## src/rtl/core/ptbp_pkg.sv

```systemverilog
package ptbp_pkg;

  localparam int TABLE_DEPTH_DEF = 64;
  localparam int PID_BITS_DEF    = 16;
  localparam int HANDLE_BITS_DEF = 16;

  localparam logic [1:0] REQ_INSERT = 2'd0;
  localparam logic [1:0] REQ_LOOKUP = 2'd1;
  localparam logic [1:0] REQ_REMOVE = 2'd2;
  localparam logic [1:0] REQ_NOP    = 2'd3;

  localparam logic [1:0] ST_OK        = 2'd0;
  localparam logic [1:0] ST_NOT_FOUND = 2'd1;
  localparam logic [1:0] ST_EMPTY     = 2'd2;
  localparam logic [1:0] ST_FULL      = 2'd3;

  // Control part of the search wave that travels down the row of cells.
  typedef struct packed {
    logic       active;
    logic [1:0] req;
    logic       found;
  } wave_ctl_t;

endpackage

```

## src/rtl/core/ptbp_cell.sv

```systemverilog
module ptbp_cell
  import ptbp_pkg::*;
#(
  parameter int PID_BITS    = PID_BITS_DEF,
  parameter int HANDLE_BITS = HANDLE_BITS_DEF,
  parameter int COUNT_BITS  = $clog2(TABLE_DEPTH_DEF + 1),
  parameter int INDEX       = 0
) (
  input  logic                   clk,
  input  logic                   rst,
  // Tail write for an insert.
  input  logic                   wr_go,
  input  logic [COUNT_BITS-1:0]  wr_index,
  input  logic [PID_BITS-1:0]    wr_pid,
  input  logic [HANDLE_BITS-1:0] wr_handle,
  // Wave from the left neighbour.
  input  wave_ctl_t              wave_ctl_in,
  input  logic [PID_BITS-1:0]    wave_key_in,
  input  logic [HANDLE_BITS-1:0] wave_handle_in,
  input  logic [PID_BITS-1:0]    wave_max_in,
  // Wave to the right neighbour.
  output wave_ctl_t              wave_ctl,
  output logic [PID_BITS-1:0]    wave_key,
  output logic [HANDLE_BITS-1:0] wave_handle,
  output logic [PID_BITS-1:0]    wave_max,
  // Contents of the right neighbour, and its request to be copied leftwards.
  input  logic [PID_BITS-1:0]    right_pid,
  input  logic [HANDLE_BITS-1:0] right_handle,
  input  logic                   right_valid,
  input  logic                   right_pull,
  // Own contents towards the left neighbour.
  output logic [PID_BITS-1:0]    pid,
  output logic [HANDLE_BITS-1:0] handle,
  output logic                   valid,
  output logic                   pull
);

  logic wr_en;
  logic searching;
  logic hit;
  logic keep;

  assign wr_en     = wr_go && (wr_index == COUNT_BITS'(INDEX));
  assign searching = wave_ctl_in.active &&
                     (wave_ctl_in.req == REQ_LOOKUP || wave_ctl_in.req == REQ_REMOVE);
  assign hit       = searching && valid && !wave_ctl_in.found && (pid == wave_key_in);
  // Once the oldest match lies behind the wave, each later entry moves one place left.
  assign pull      = wave_ctl_in.active && wave_ctl_in.req == REQ_REMOVE && wave_ctl_in.found;
  // The entry being removed no longer counts towards the largest id.
  assign keep      = valid && !(hit && wave_ctl_in.req == REQ_REMOVE);

  always_ff @(posedge clk) begin
    if (rst) begin
      valid <= 1'b0;
    end else if (wr_en) begin
      valid <= 1'b1;
    end else if (right_pull) begin
      valid <= right_valid;
    end
  end

  always_ff @(posedge clk) begin
    if (wr_en) begin
      pid    <= wr_pid;
      handle <= wr_handle;
    end else if (right_pull) begin
      pid    <= right_pid;
      handle <= right_handle;
    end
  end

  always_ff @(posedge clk) begin
    if (rst) begin
      wave_ctl <= '0;
    end else begin
      wave_ctl.active <= wave_ctl_in.active;
      wave_ctl.req    <= wave_ctl_in.req;
      wave_ctl.found  <= wave_ctl_in.found || hit;
    end
  end

  always_ff @(posedge clk) begin
    wave_key    <= wave_key_in;
    wave_handle <= hit ? handle : wave_handle_in;
    wave_max    <= (keep && pid > wave_max_in) ? pid : wave_max_in;
  end

endmodule

```

## config.mk

```make
export PLATFORM = sky130hd
export DESIGN_NAME = ptbp_cell
export DESIGN_NICKNAME = d
export VERILOG_FILES = /design/src/rtl/core/ptbp_pkg.sv /design/src/rtl/core/ptbp_cell.sv
export SDC_FILE = /design/constraint.sdc
export NUM_CORES = 1
export LEC_CHECK = 0
export BUFFER_PORTS_ARGS = -buffer_cell sky130_fd_sc_hd__buf_2
export CORE_UTILIZATION = 43
export DETAILED_ROUTE_END_ITERATION = 10
export PLACE_DENSITY = 0.85
export REMOVE_ABC_BUFFERS = 1
export SYNTH_ARGS = -nofsm -noshare
export SYNTH_HDL_FRONTEND = slang
export SYNTH_SLANG_ARGS = --single-unit
```

## constraint.sdc

```tcl
create_clock -name clk -period 2.4 [get_ports clk]
set_input_delay 0.24 -clock clk [delete_from_list [all_inputs] [get_ports clk]]
set_output_delay 0.24 -clock clk [all_outputs]
set_load 0.1 [all_outputs]
```

==> results of run 1 <==
layout by cell type (no fill, tap or decap), drive strengths merged, types with 2 or more instances in the layout:
master and count:
o21ai 3, nor4 3, nor2b 2, xnor2 11, dlygate4sd3 3, nor2 3
xor2 5, mux2 64, buf 220, bufinv 3, ha 17, edfxtp 32
dfxtp 53, a21oi 11, nand4 4, nand2 8, o21a 2, inv 20
clkbuf 13, nand3 2
metrics by stage:
stage          TNS [ns]  area, um2  total power (W)  cells  util (%)
3_3_place_gp          0       4762         0.002844    570     60.99
6_report              0       5042         0.004067    589     64.58
3_5_place_dp          0       4762         0.002863    570     60.99
5_1_grt               0       5042         0.004214    589     64.58
4_1_cts               0       5022         0.004102    587     64.33
2_1_floorplan    -13.49       3488         0.002591    248         -
logic make-up (layout without fill, tap and decap cells):
group	after synthesis	count (layout)
multiplexers	65	65
AND/OR/NAND/NOR	27	27
AO/OA/AOI/OAI	18	18
XOR/XNOR	16	16
flip-flops	85	85
buffers and inverters	25	259
adder cells (fa/ha/maj)	17	17
state kept, by name (all words and copies together), names as in the netlist:
name         count
handle          16
pid             16
valid            1
wave_ctl         4
wave_handle     16
wave_key        16
wave_max        16
final timing paths:
check / from / endpoint / slack [ns] / cells past startpoint
setup / recovery: pid[11]$_DFFE_PP_ / wave_max[15]$_DFF_P_ / 0.24 / 8
hold / removal: wave_key_in[7] / wave_key[7]$_DFF_P_ / 0.02 / 1
setup reg to reg: pid[11]$_DFFE_PP_ / wave_max[15]$_DFF_P_ / 0.24 / 8
hold reg to reg: handle[2]$_DFFE_PP_ / wave_handle[2]$_DFF_P_ / 0.50 / 1
per-layer routing:
metal / GRT usage, % / part of all wire [%] / vias to the layer above
li1: - / - / 1359
met1: 20.95 / 37 / 1309
met2: 39.44 / 53 / 140
met3: 6.979 / 8.5 / 12
met4: 8.594 / 1.5 / 0
met5: 0 / 0 / -
power by group:
part / leakage [nW] / switching, W / internal (W)
clock network: 0.123 / 0.000481 / 0.000757
registers: 0.760 / 0.0000551 / 0.00160
logic: 1.57 / 0.000905 / 0.000267
worst reg2reg max path: stages (launching register included):
cell      delay [ns]
edfxtp_1        0.46
ha_1            0.33
a21oi_1         0.14
o21ai_0         0.12
a21oi_1         0.13
o22ai_1         0.11
o221ai_4        0.22
buf_12          0.19
mux2_2          0.34
cell type report:
cell class,instances,area (um2),area share (%)
repair buffers,223,1174,23.28
clock buffers,13,160.2,3.176
inverters,20,75.07,1.489
clock inverters,3,90.09,1.787
well taps,102,127.6,2.531
multi-input cells,143,1394,27.64
flip-flops and latches,85,2022,40.10
==> flow_metrics.py, run 1 <==
metrics = {
    "synthesis": {
        "synth_area_leaders": "dfxtp_1 30%, edfxtp_1 27%, mux2_2 17%, ha_1 6.0%, mux2_4 4.3%",
        "synth-xor-area-share_pct": 3.977,
        "yosys_register_bits": 85,
        "synth_flop_cell": "dfxtp_1",
        "yosys_warnings": 0,
        "yosysMostFrequentCell": "mux2_2",
        "synthCells": 253,
        "ys_top_cells_by_count": "54 x mux2_2, 53 x dfxtp_1, 32 x edfxtp_1, 20 x inv_1, 17 x ha_1",
        "synth_area_per_cell_um2": 13.93,
        "synth_compound_area_share_pct": 3.338,
        "ys_async_sr_fraction_pct": 0,
        "synth_area_mm2": 0.003523,
        "synth_fa_ha_area_share_pct": 6.037,
        "synth_edf_count": 32,
        "synth_cell_types": 29,
        "yosys.area.top_type": "dfxtp_1",
        "synth_top_area_share_pct": 30.11,
        "synth_top_family_by_area": "multiplexers",
        "yosys.area_share.simple_pct": 4.332,
        "ys_seq_area_share_pct": 57.39,
        "synthMuxAreaShare_pct": 21.80,
    },
    "timing": {
        "finalCriticalPeriod_ns": 2.157,
        "rsz0062_at_grt": "false",
        "whs_ns": 0.02212,
        "fin_crit_sh_pct": 89.87,
        "hold_violations": 0,
        "setup_viol": 0,
        "finalWorstSetupSlack_ns": 0.2431,
        "fmax_ghz": 0.4636,
        "finalMaxSlewViolations": 0,
        "tightest_slew_ns": 0.5013,
        "slew_headroom_pct": 66.81,
        "fin_skew_ns": 0.006918,
    },
    "critical_path": {
        "cp_max_fo": 13,
        "critPathSlowestCell": "edfxtp_1",
        "crit_type": "reg2reg",
        "crit_family": "compound AO/OA/AOI/OAI gates",
        "start_kind": "flip-flop",
        "cp.arrival_ns": 2.39,
        "endpoint_kind": "flip-flop",
        "cpMostUsedCell": "a21oi_1",
        "required_ns": 2.63,
        "crit_chain": "ha_1 -> a21oi_1 -> o21ai_0 -> a21oi_1 -> o22ai_1 -> o221ai_4 -> buf_12 -> mux2_2",
        "slowest_delay_ns": 0.46,
        "critPathBufInv": 1,
    },
    "placement": {
        "pre_cts_ws_ns": 0.2453,
        "io_buffers": 213,
        "finalWeightedCongestion": 0.7946,
        "hpwl_um": 7156,
    },
    "cts": {
        "cts_tree": "built",
        "clkSinkCount": 85,
        "hold_buffers": 1,
        "cts_setup_buffers": 0,
        "cts_buffers": 9,
        "ctsResizeCount": 0,
        "clockBufferDepth": 2,
        "clk_latency_ns": 0.34,
        "clk_pin_slew_ns": 0.08,
        "htree_levels": 3,
        "clock-root-buffer": "clkbuf_8",
    },
    "die": {
        "dieArea_mm2": 0.008560,
        "io-pin-count": 214,
        "die_height_um": 92.52,
        "initial_utilization_pct": 45.13,
        "fp.coreArea_mm2": 0.007807,
        "fp-row-count": 32,
        "die_w_um": 92.52,
    },
    "pwr": {
        "powerDensity_mw_per_mm2": 806.5,
        "ir_drop_mv": 0.4943,
        "cellLeakagePower_nw": 2.457,
    },
    "hold_path": {
        "hold_path.class": "in2reg",
    },
    "run_status": {
        "status": "finished clean",
    },
    "global_route": {
        "overflow": 0,
        "grt_pass1_vias": 3022,
        "grt.total_usage_pct": 20.98,
        "grt_pass1_wl_um": 13710,
        "grt_max_degree": 33,
        "antenna_found_initial": 0,
    },
    "job": {
        "maxCapViolations": 0,
    },
    "cells_and_area": {
        "n_fill_cell": 609,
        "drive_gt1_share_pct": 61.81,
        "n_antenna_cell": 0,
        "area_delta_synth_final_pct": 43.11,
        "finalNetCount": 627,
    },
    "routing": {
        "ant_nets": 0,
        "totalWireLength_um": 8883,
        "dr.pass1.iters": 5,
        "wl_per_cell_um": 15.08,
        "route.detailed.drc": 0,
        "vias": 2820,
        "drt_iter0_markers": 42,
        "via_per_inst": 4.788,
    },
}
No activity file was read; power rests on OpenSTA's default activity.
==> run 2: changes to the inputs <==
--- a/config.mk
+++ b/config.mk
@@ -5,8 +5,9 @@
 export SDC_FILE = /design/constraint.sdc
 export NUM_CORES = 1
 export LEC_CHECK = 0
+export ABC_AREA = 1
 export BUFFER_PORTS_ARGS = -buffer_cell sky130_fd_sc_hd__buf_2
-export CORE_UTILIZATION = 43
+export CORE_UTILIZATION = 44
 export DETAILED_ROUTE_END_ITERATION = 10
 export PLACE_DENSITY = 0.85
 export REMOVE_ABC_BUFFERS = 1
==> flow_metrics.py, run 2 <==
metrics = {
    "run_status": {
        "status": "finished clean",
    },
    "placement": {
        "hpwl_um": 7933,
        "finalWeightedCongestion": 0.8048,
        "io_buffers": 213,
        "postPlaceCellArea_mm2": 0.004877,
    },
    "critical_path": {
        "cp.arrival_ns": 2.29,
        "startpoint": "wave_key_in[8]",
        "start_kind": "input pin",
        "crit_family": "simple AND/OR/NAND/NOR gates",
        "slowest_delay_ns": 0.55,
        "required_ns": 2.70,
        "critPathSlowestCell": "dlygate4sd3_1",
        "endpoint_kind": "flip-flop",
        "crit_chain": "dlygate4sd3_1 -> buf_2 -> inv_1 -> o21ai_0 -> nor2_1 -> nand2_1 -> nor2_2 -> nand4_4 -> nand2_4 -> nand2_1 -> nand2_1",
        "critPathBufInv": 3,
        "cpMostUsedCell": "nand2_1",
        "worstReg2RegStart": "pid[5]$_DFFE_PP_",
        "crit_type": "in2reg",
        "cp_max_fo": 17,
    },
    "die": {
        "fp-row-count": 33,
        "die_w_um": 93.61,
        "io-pin-count": 214,
        "dieArea_mm2": 0.008762,
        "die_height_um": 93.61,
        "initial_utilization_pct": 45.16,
        "fp.coreArea_mm2": 0.008175,
    },
    "cells_and_area": {
        "area_delta_synth_final_pct": 41.48,
        "drive_gt1_share_pct": 36.65,
        "layout_common_cells": "213 x buf_2, 182 x nand2_1, 54 x inv_1, 53 x dfxtp_1, 32 x edfxtp_1",
        "seq_area_mm2": 0.002022,
        "final_cell_area_mm2": 0.005224,
        "n_antenna_cell": 0,
        "layout_commonest_cell": "buf_2",
        "multi_input_area_mm2": 0.001399,
        "n_fill_cell": 704,
        "finalNetCount": 814,
    },
    "synthesis": {
        "synthCells": 439,
        "yosys.area.top_type": "dfxtp_1",
        "yosys_warnings": 0,
        "ys_top_cells_by_count": "182 x nand2_1, 54 x inv_1, 53 x dfxtp_1, 32 x edfxtp_1, 18 x nand3_1",
        "synth_cell_types": 27,
        "synth_area_per_cell_um2": 8.411,
        "synth_area_mm2": 0.003692,
        "synth_flop_cell": "dfxtp_1",
        "yosysMostFrequentCell": "nand2_1",
        "synth_top_area_share_pct": 28.74,
        "yosys_register_bits": 85,
        "synth_area_leaders": "dfxtp_1 29%, edfxtp_1 26%, nand2_1 19%, ha_1 5.8%, inv_1 5.5%",
        "synth_edf_count": 32,
        "ys_seq_area_share_pct": 54.76,
        "ys_async_sr_fraction_pct": 0,
    },
    "cts": {
        "clk_pin_slew_ns": 0.09,
        "clk_latency_ns": 0.35,
        "htree_levels": 3,
        "cts_tree": "built",
        "ctsResizeCount": 0,
        "clockBufferDepth": 2,
        "cts_buffers": 9,
        "clkSinkCount": 85,
        "clock-root-buffer": "clkbuf_8",
    },
    "timing": {
        "slew_headroom_pct": 65.60,
        "fin_crit_sh_pct": 82.77,
        "finalCriticalPeriod_ns": 1.986,
        "whs_ns": 0.01089,
        "setup_viol": 0,
        "tightest_slew_ns": 0.5195,
        "finalMaxSlewViolations": 0,
        "fmax_ghz": 0.5034,
        "rsz0062_at_grt": "false",
        "fin_skew_ns": 0.008060,
        "hold_violations": 0,
    },
    "pwr": {
        "powerDensity_mw_per_mm2": 772.5,
        "ir_drop_mv": 0.3247,
        "cellLeakagePower_nw": 2.917,
    },
    "global_route": {
        "overflow": 0,
        "grt.total_usage_pct": 23.75,
        "grt_pass1_vias": 3340,
        "grt_pass1_wl_um": 15790,
        "antenna_found_initial": 0,
        "grt_max_degree": 34,
    },
    "routing": {
        "dr.pass1.iters": 5,
        "topRoutingLayerUsed": "met4",
        "wl_met1_um": 4209,
        "totalWireLength_um": 10410,
        "route.detailed.drc": 0,
        "wl_per_cell_um": 13.36,
        "vias": 3628,
        "ant_nets": 0,
        "drt_iter0_markers": 152,
        "route.met3.wl_um": 862,
        "via_per_inst": 4.657,
        "dr_wl_met2_um": 5097,
    },
    "job": {
        "maxCapViolations": 0,
    },
    "hold_path": {
        "worstHoldStart": "wave_key_in[11]",
        "hold_path.class": "in2reg",
    },
}
run 2: path summary, 6_finish.rpt:
path	to	slack (ns)	depth (start not counted)
worst max register to register	wave_max[3]$_DFF_P_	0.41	9
worst min-delay path	wave_key[11]$_DFF_P_	0.01	1
worst min register to register	wave_handle[0]$_DFF_P_	0.53	2
worst max-delay path	wave_max[3]$_DFF_P_	0.41	11
run 2: logic make-up after synthesis:
kind of cell,after synthesis,synth area share [%]
AND/OR/NAND/NOR,228,25.48
adder cells (fa/ha/maj),17,5.761
flip-flops,85,54.76
buffers and inverters,68,7.353
XOR/XNOR,7,1.660
AO/OA/AOI/OAI,34,4.981
run 2: layout make-up:
class / count / area share (%)
inverters: 55 / 3.952
clock buffers: 11 / 2.922
clock inverters: 5 / 1.557
repair buffers: 232 / 23.57
flip-flops and latches: 85 / 38.71
multi-input cells: 286 / 26.78
well taps: 105 / 2.515
run 2: repair_timing:
item	in CTS	in global routing
hold buffers	6	3
hold endpoints to repair	6	3
setup buffers	0	3
setup endpoints to repair	0	10
run 2: metal layers:
metal,up-vias,GRT usage [%]
li1,1838,-
met1,1592,27.84
met2,174,39.71
met3,24,7.886
met4,0,10.00
met5,-,0
run 2: report_power, final:
part | total (W) | internal [W] | switching [W] | leakage (nW)
clock | 0.00117 | 0.000650 | 0.000520 | 0.115
combinational | 0.00121 | 0.000242 | 0.000968 | 2.04
sequential | 0.00165 | 0.00160 | 0.0000519 | 0.760
total | 0.00404 | 0.00249 | 0.00154 | 2.92
run 2: stage by stage:
step                      setup TNS (ns)  utilization (%)  total power (W)  cells  worst slack [ns]
after floorplan                   -17.72                -         0.002606    426           -0.5252
after global placement                 0            59.66         0.002864    751            0.3503
after detailed placement               0            59.66         0.002881    751            0.2548
after CTS                              0            63.25         0.004046    773            0.2158
after global routing                   0            63.90         0.004176    779            0.2329
final                                  0            63.90         0.004035    779            0.4136
run 2: worst reg2reg max path, cell delays in order (launching register included):
cell      delay [ns]
edfxtp_1        0.46
ha_1            0.33
nand2_1         0.05
nor2_1          0.14
nand4_1         0.11
o21ai_0         0.33
a21oi_4         0.10
buf_4           0.19
nand3_1         0.09
nand2_1         0.08
==> run 3: changes to the inputs <==
--- a/config.mk
+++ b/config.mk
@@ -5,11 +5,11 @@
 export SDC_FILE = /design/constraint.sdc
 export NUM_CORES = 1
 export LEC_CHECK = 0
-export ABC_AREA = 1
+export ABC_AREA = 0
 export BUFFER_PORTS_ARGS = -buffer_cell sky130_fd_sc_hd__buf_2
-export CORE_UTILIZATION = 44
+export CORE_UTILIZATION = 39
 export DETAILED_ROUTE_END_ITERATION = 10
-export PLACE_DENSITY = 0.85
+export PLACE_DENSITY = 0.81
 export REMOVE_ABC_BUFFERS = 1
 export SYNTH_ARGS = -nofsm -noshare
 export SYNTH_HDL_FRONTEND = slang
==> constraint.sdc (replaced) <==
create_clock -name clk -period 1.8 [get_ports clk]
set_input_delay 0.18 -clock clk [delete_from_list [all_inputs] [get_ports clk]]
set_output_delay 0.18 -clock clk [all_outputs]
set_load 0.1 [all_outputs]
==> flow_metrics.py, run 3 (synthesis gave the netlist of run 1 again) <==
metrics = {
    "global_route": {
        "grt_pass1_vias": 3165,
        "overflow": 0,
        "grt_pass1_wl_um": 15120,
        "use_met1_pct": 21.59,
        "busiest_layer": "met2",
        "grt_max_degree": 20,
        "antenna_found_initial": 0,
        "grt.total_usage_pct": 20.74,
        "use_met3_pct": 4.964,
        "met2_usage_pct": 39.00,
    },
    "run_status": {
        "violations": "negative setup slack",
        "status": "finished, violations left",
    },
    "critical_path": {
        "cp.arrival_ns": 2.42,
        "r2r_setup_slack_ns": -0.39,
        "endpoint_kind": "flip-flop",
        "crit_family": "flip-flops",
        "cp_max_fo": 8,
        "crit_chain": "ha_4 -> nand4_1 -> nand3b_1 -> o22ai_2 -> o221ai_4 -> buf_12 -> mux2_4",
        "slowest_delay_ns": 0.51,
        "required_ns": 2.03,
        "critPathBufInv": 1,
        "start_kind": "flip-flop",
        "crit_type": "reg2reg",
        "critPathSlowestCell": "edfxtp_1",
    },
    "cts": {
        "clockBufferDepth": 2,
        "cts_tree": "built",
        "clk_latency_ns": 0.35,
        "clock-root-buffer": "clkbuf_8",
        "clk_pin_slew_ns": 0.09,
        "cts_buffers": 9,
        "htree_levels": 3,
        "clkSinkCount": 85,
    },
    "routing": {
        "vias": 2966,
        "dr.pass1.iters": 3,
        "route.detailed.drc": 0,
        "wl_per_cell_um": 15.59,
        "totalWireLength_um": 9855,
        "ant_nets": 0,
        "via_per_inst": 4.693,
        "drt_iter0_markers": 38,
    },
    "placement": {
        "hpwl_um": 7284,
        "io_buffers": 213,
        "postPlaceCellArea_mm2": 0.004892,
        "place_inst": 592,
        "finalWeightedCongestion": 0.8024,
    },
    "die": {
        "io-pin-count": 214,
        "die_w_um": 97.05,
        "die_height_um": 97.05,
        "fp.coreArea_mm2": 0.008721,
        "initial_utilization_pct": 40.40,
        "dieArea_mm2": 0.009419,
        "fp-row-count": 34,
    },
    "pwr": {
        "ir_drop_mv": 0.4783,
        "sw_frac_of_total_pct": 38.27,
        "p_clk_share_pct": 25.3,
        "p_int_w": 0.003214,
        "power_w": 0.005207,
        "cellLeakagePower_nw": 2.667,
        "power_frac_comb_pct": 32.5,
        "power.share.sequential_pct": 42.2,
        "p_switching_w": 0.001993,
        "powerDensity_mw_per_mm2": 954.4,
    },
    "timing": {
        "hold_violations": 0,
        "whs_ns": 0.05026,
        "finalWorstSetupSlack_ns": -0.3858,
        "finalMaxSlewViolations": 0,
        "slew_headroom_pct": 66.15,
        "setup_viol": 32,
        "rsz0062_at_grt": "true",
        "fmax_ghz": 0.4575,
        "finalCriticalPeriod_ns": 2.186,
        "fin_crit_sh_pct": 121.4,
        "fin_skew_ns": 0.01374,
        "tightest_slew_ns": 0.5112,
    },
    "cells_and_area": {
        "stdcell_count": 632,
        "drive_gt1_share_pct": 63.74,
        "multi_input_area_mm2": 0.001484,
        "layout_commonest_cell": "buf_2",
        "n_fill_cell": 701,
        "post-route-util_pct": 62.55,
        "seq_area_mm2": 0.002022,
        "n_antenna_cell": 0,
        "layout_common_cells": "213 x buf_2, 53 x dfxtp_1, 48 x mux2_2, 32 x edfxtp_1, 24 x buf_4",
        "final_cell_area_mm2": 0.005455,
        "finalNetCount": 664,
        "area_delta_synth_final_pct": 54.83,
    },
    "hold_path": {
        "hold_path.class": "in2reg",
    },
    "job": {
        "maxCapViolations": 0,
    },
}
## run 3: cell types whose count changed in the layout (fill, tap and decap cells not counted), moves of 11 or more
| cell | before | now |
|---|---|---|
| o21ai_0 | 16 | 2 |
| inv_1 | 54 | 20 |
| mux2_2 | 0 | 48 |
| mux2_4 | 0 | 16 |
| buf_4 | 10 | 24 |
| nand3_1 | 18 | 1 |
| nand2_1 | 182 | 7 |
| nor2_1 | 16 | 3 |
| xnor2_1 | 0 | 11 |
## run 3: per-layer routing
metal | share of wire, % | vias to the layer above
met4 | 1.4 | 0
li1 | - | 1438
met2 | 54 | 135
met1 | 38 | 1382
met3 | 6.3 | 11
met5 | 0 | -
## run 3: power by group through the flow
stage | registers (W) | logic, W | clock network [W]
after floorplan | 0.00321 | 0.000246 | 0
after global placement | 0.00224 | 0.00160 | 0
after detailed placement | 0.00225 | 0.00162 | 0
after CTS | 0.00220 | 0.00167 | 0.00135
after global routing | 0.00221 | 0.00176 | 0.00143
final | 0.00220 | 0.00169 | 0.00132
## run 3: timing repair
| item | 4_1_cts | 5_1_grt |
|---|---|---|
| hold buffers | 16 | 0 |
| setup buffers | 1 | 5 |
| resized for setup | 11 | 12 |
| endpoints found under the hold margin | 16 | 0 |
| endpoints found under the setup margin | 32 | 32 |
| cloned | 1 | 2 |
| pin swaps | 5 | 6 |
## run 3: worst register-to-register path, cell delays in order, from the launching register on
cell      delay [ns]
edfxtp_1        0.51
ha_4            0.33
nand4_1         0.13
nand3b_1        0.24
o22ai_2         0.19
o221ai_4        0.18
buf_12          0.19
mux2_4          0.30
## run 3: through the flow
step,TNS (ns),worst slack (ns)
floorplan,-48.90,-1.123
global placement,-7.477,-0.3750
detailed placement,-8.026,-0.4193
CTS,-6.941,-0.3625
global route,-10.65,-0.4600
finish,-8.072,-0.3858
## run 3: cell type report
class / count / share of cell area [%]
flip-flops and latches: 85 / 37.06
repair buffers: 260 / 28.51
multi-input cells: 143 / 27.20
clock buffers: 12 / 2.477
well taps: 108 / 2.477
inverters: 20 / 1.376
clock inverters: 4 / 0.8945
## run 3: path summary, 6_finish.rpt
check                                     startpoint                       to  cells past startpoint
worst max-delay path               pid[15]$_DFFE_PP_      wave_max[5]$_DFF_P_                      7
worst min-delay path                             rst   wave_ctl[0]$_SDFF_PP0_                      2
worst max register to register     pid[15]$_DFFE_PP_      wave_max[5]$_DFF_P_                      7
worst min register to register  handle[10]$_DFFE_PP_  wave_handle[10]$_DFF_P_                      1
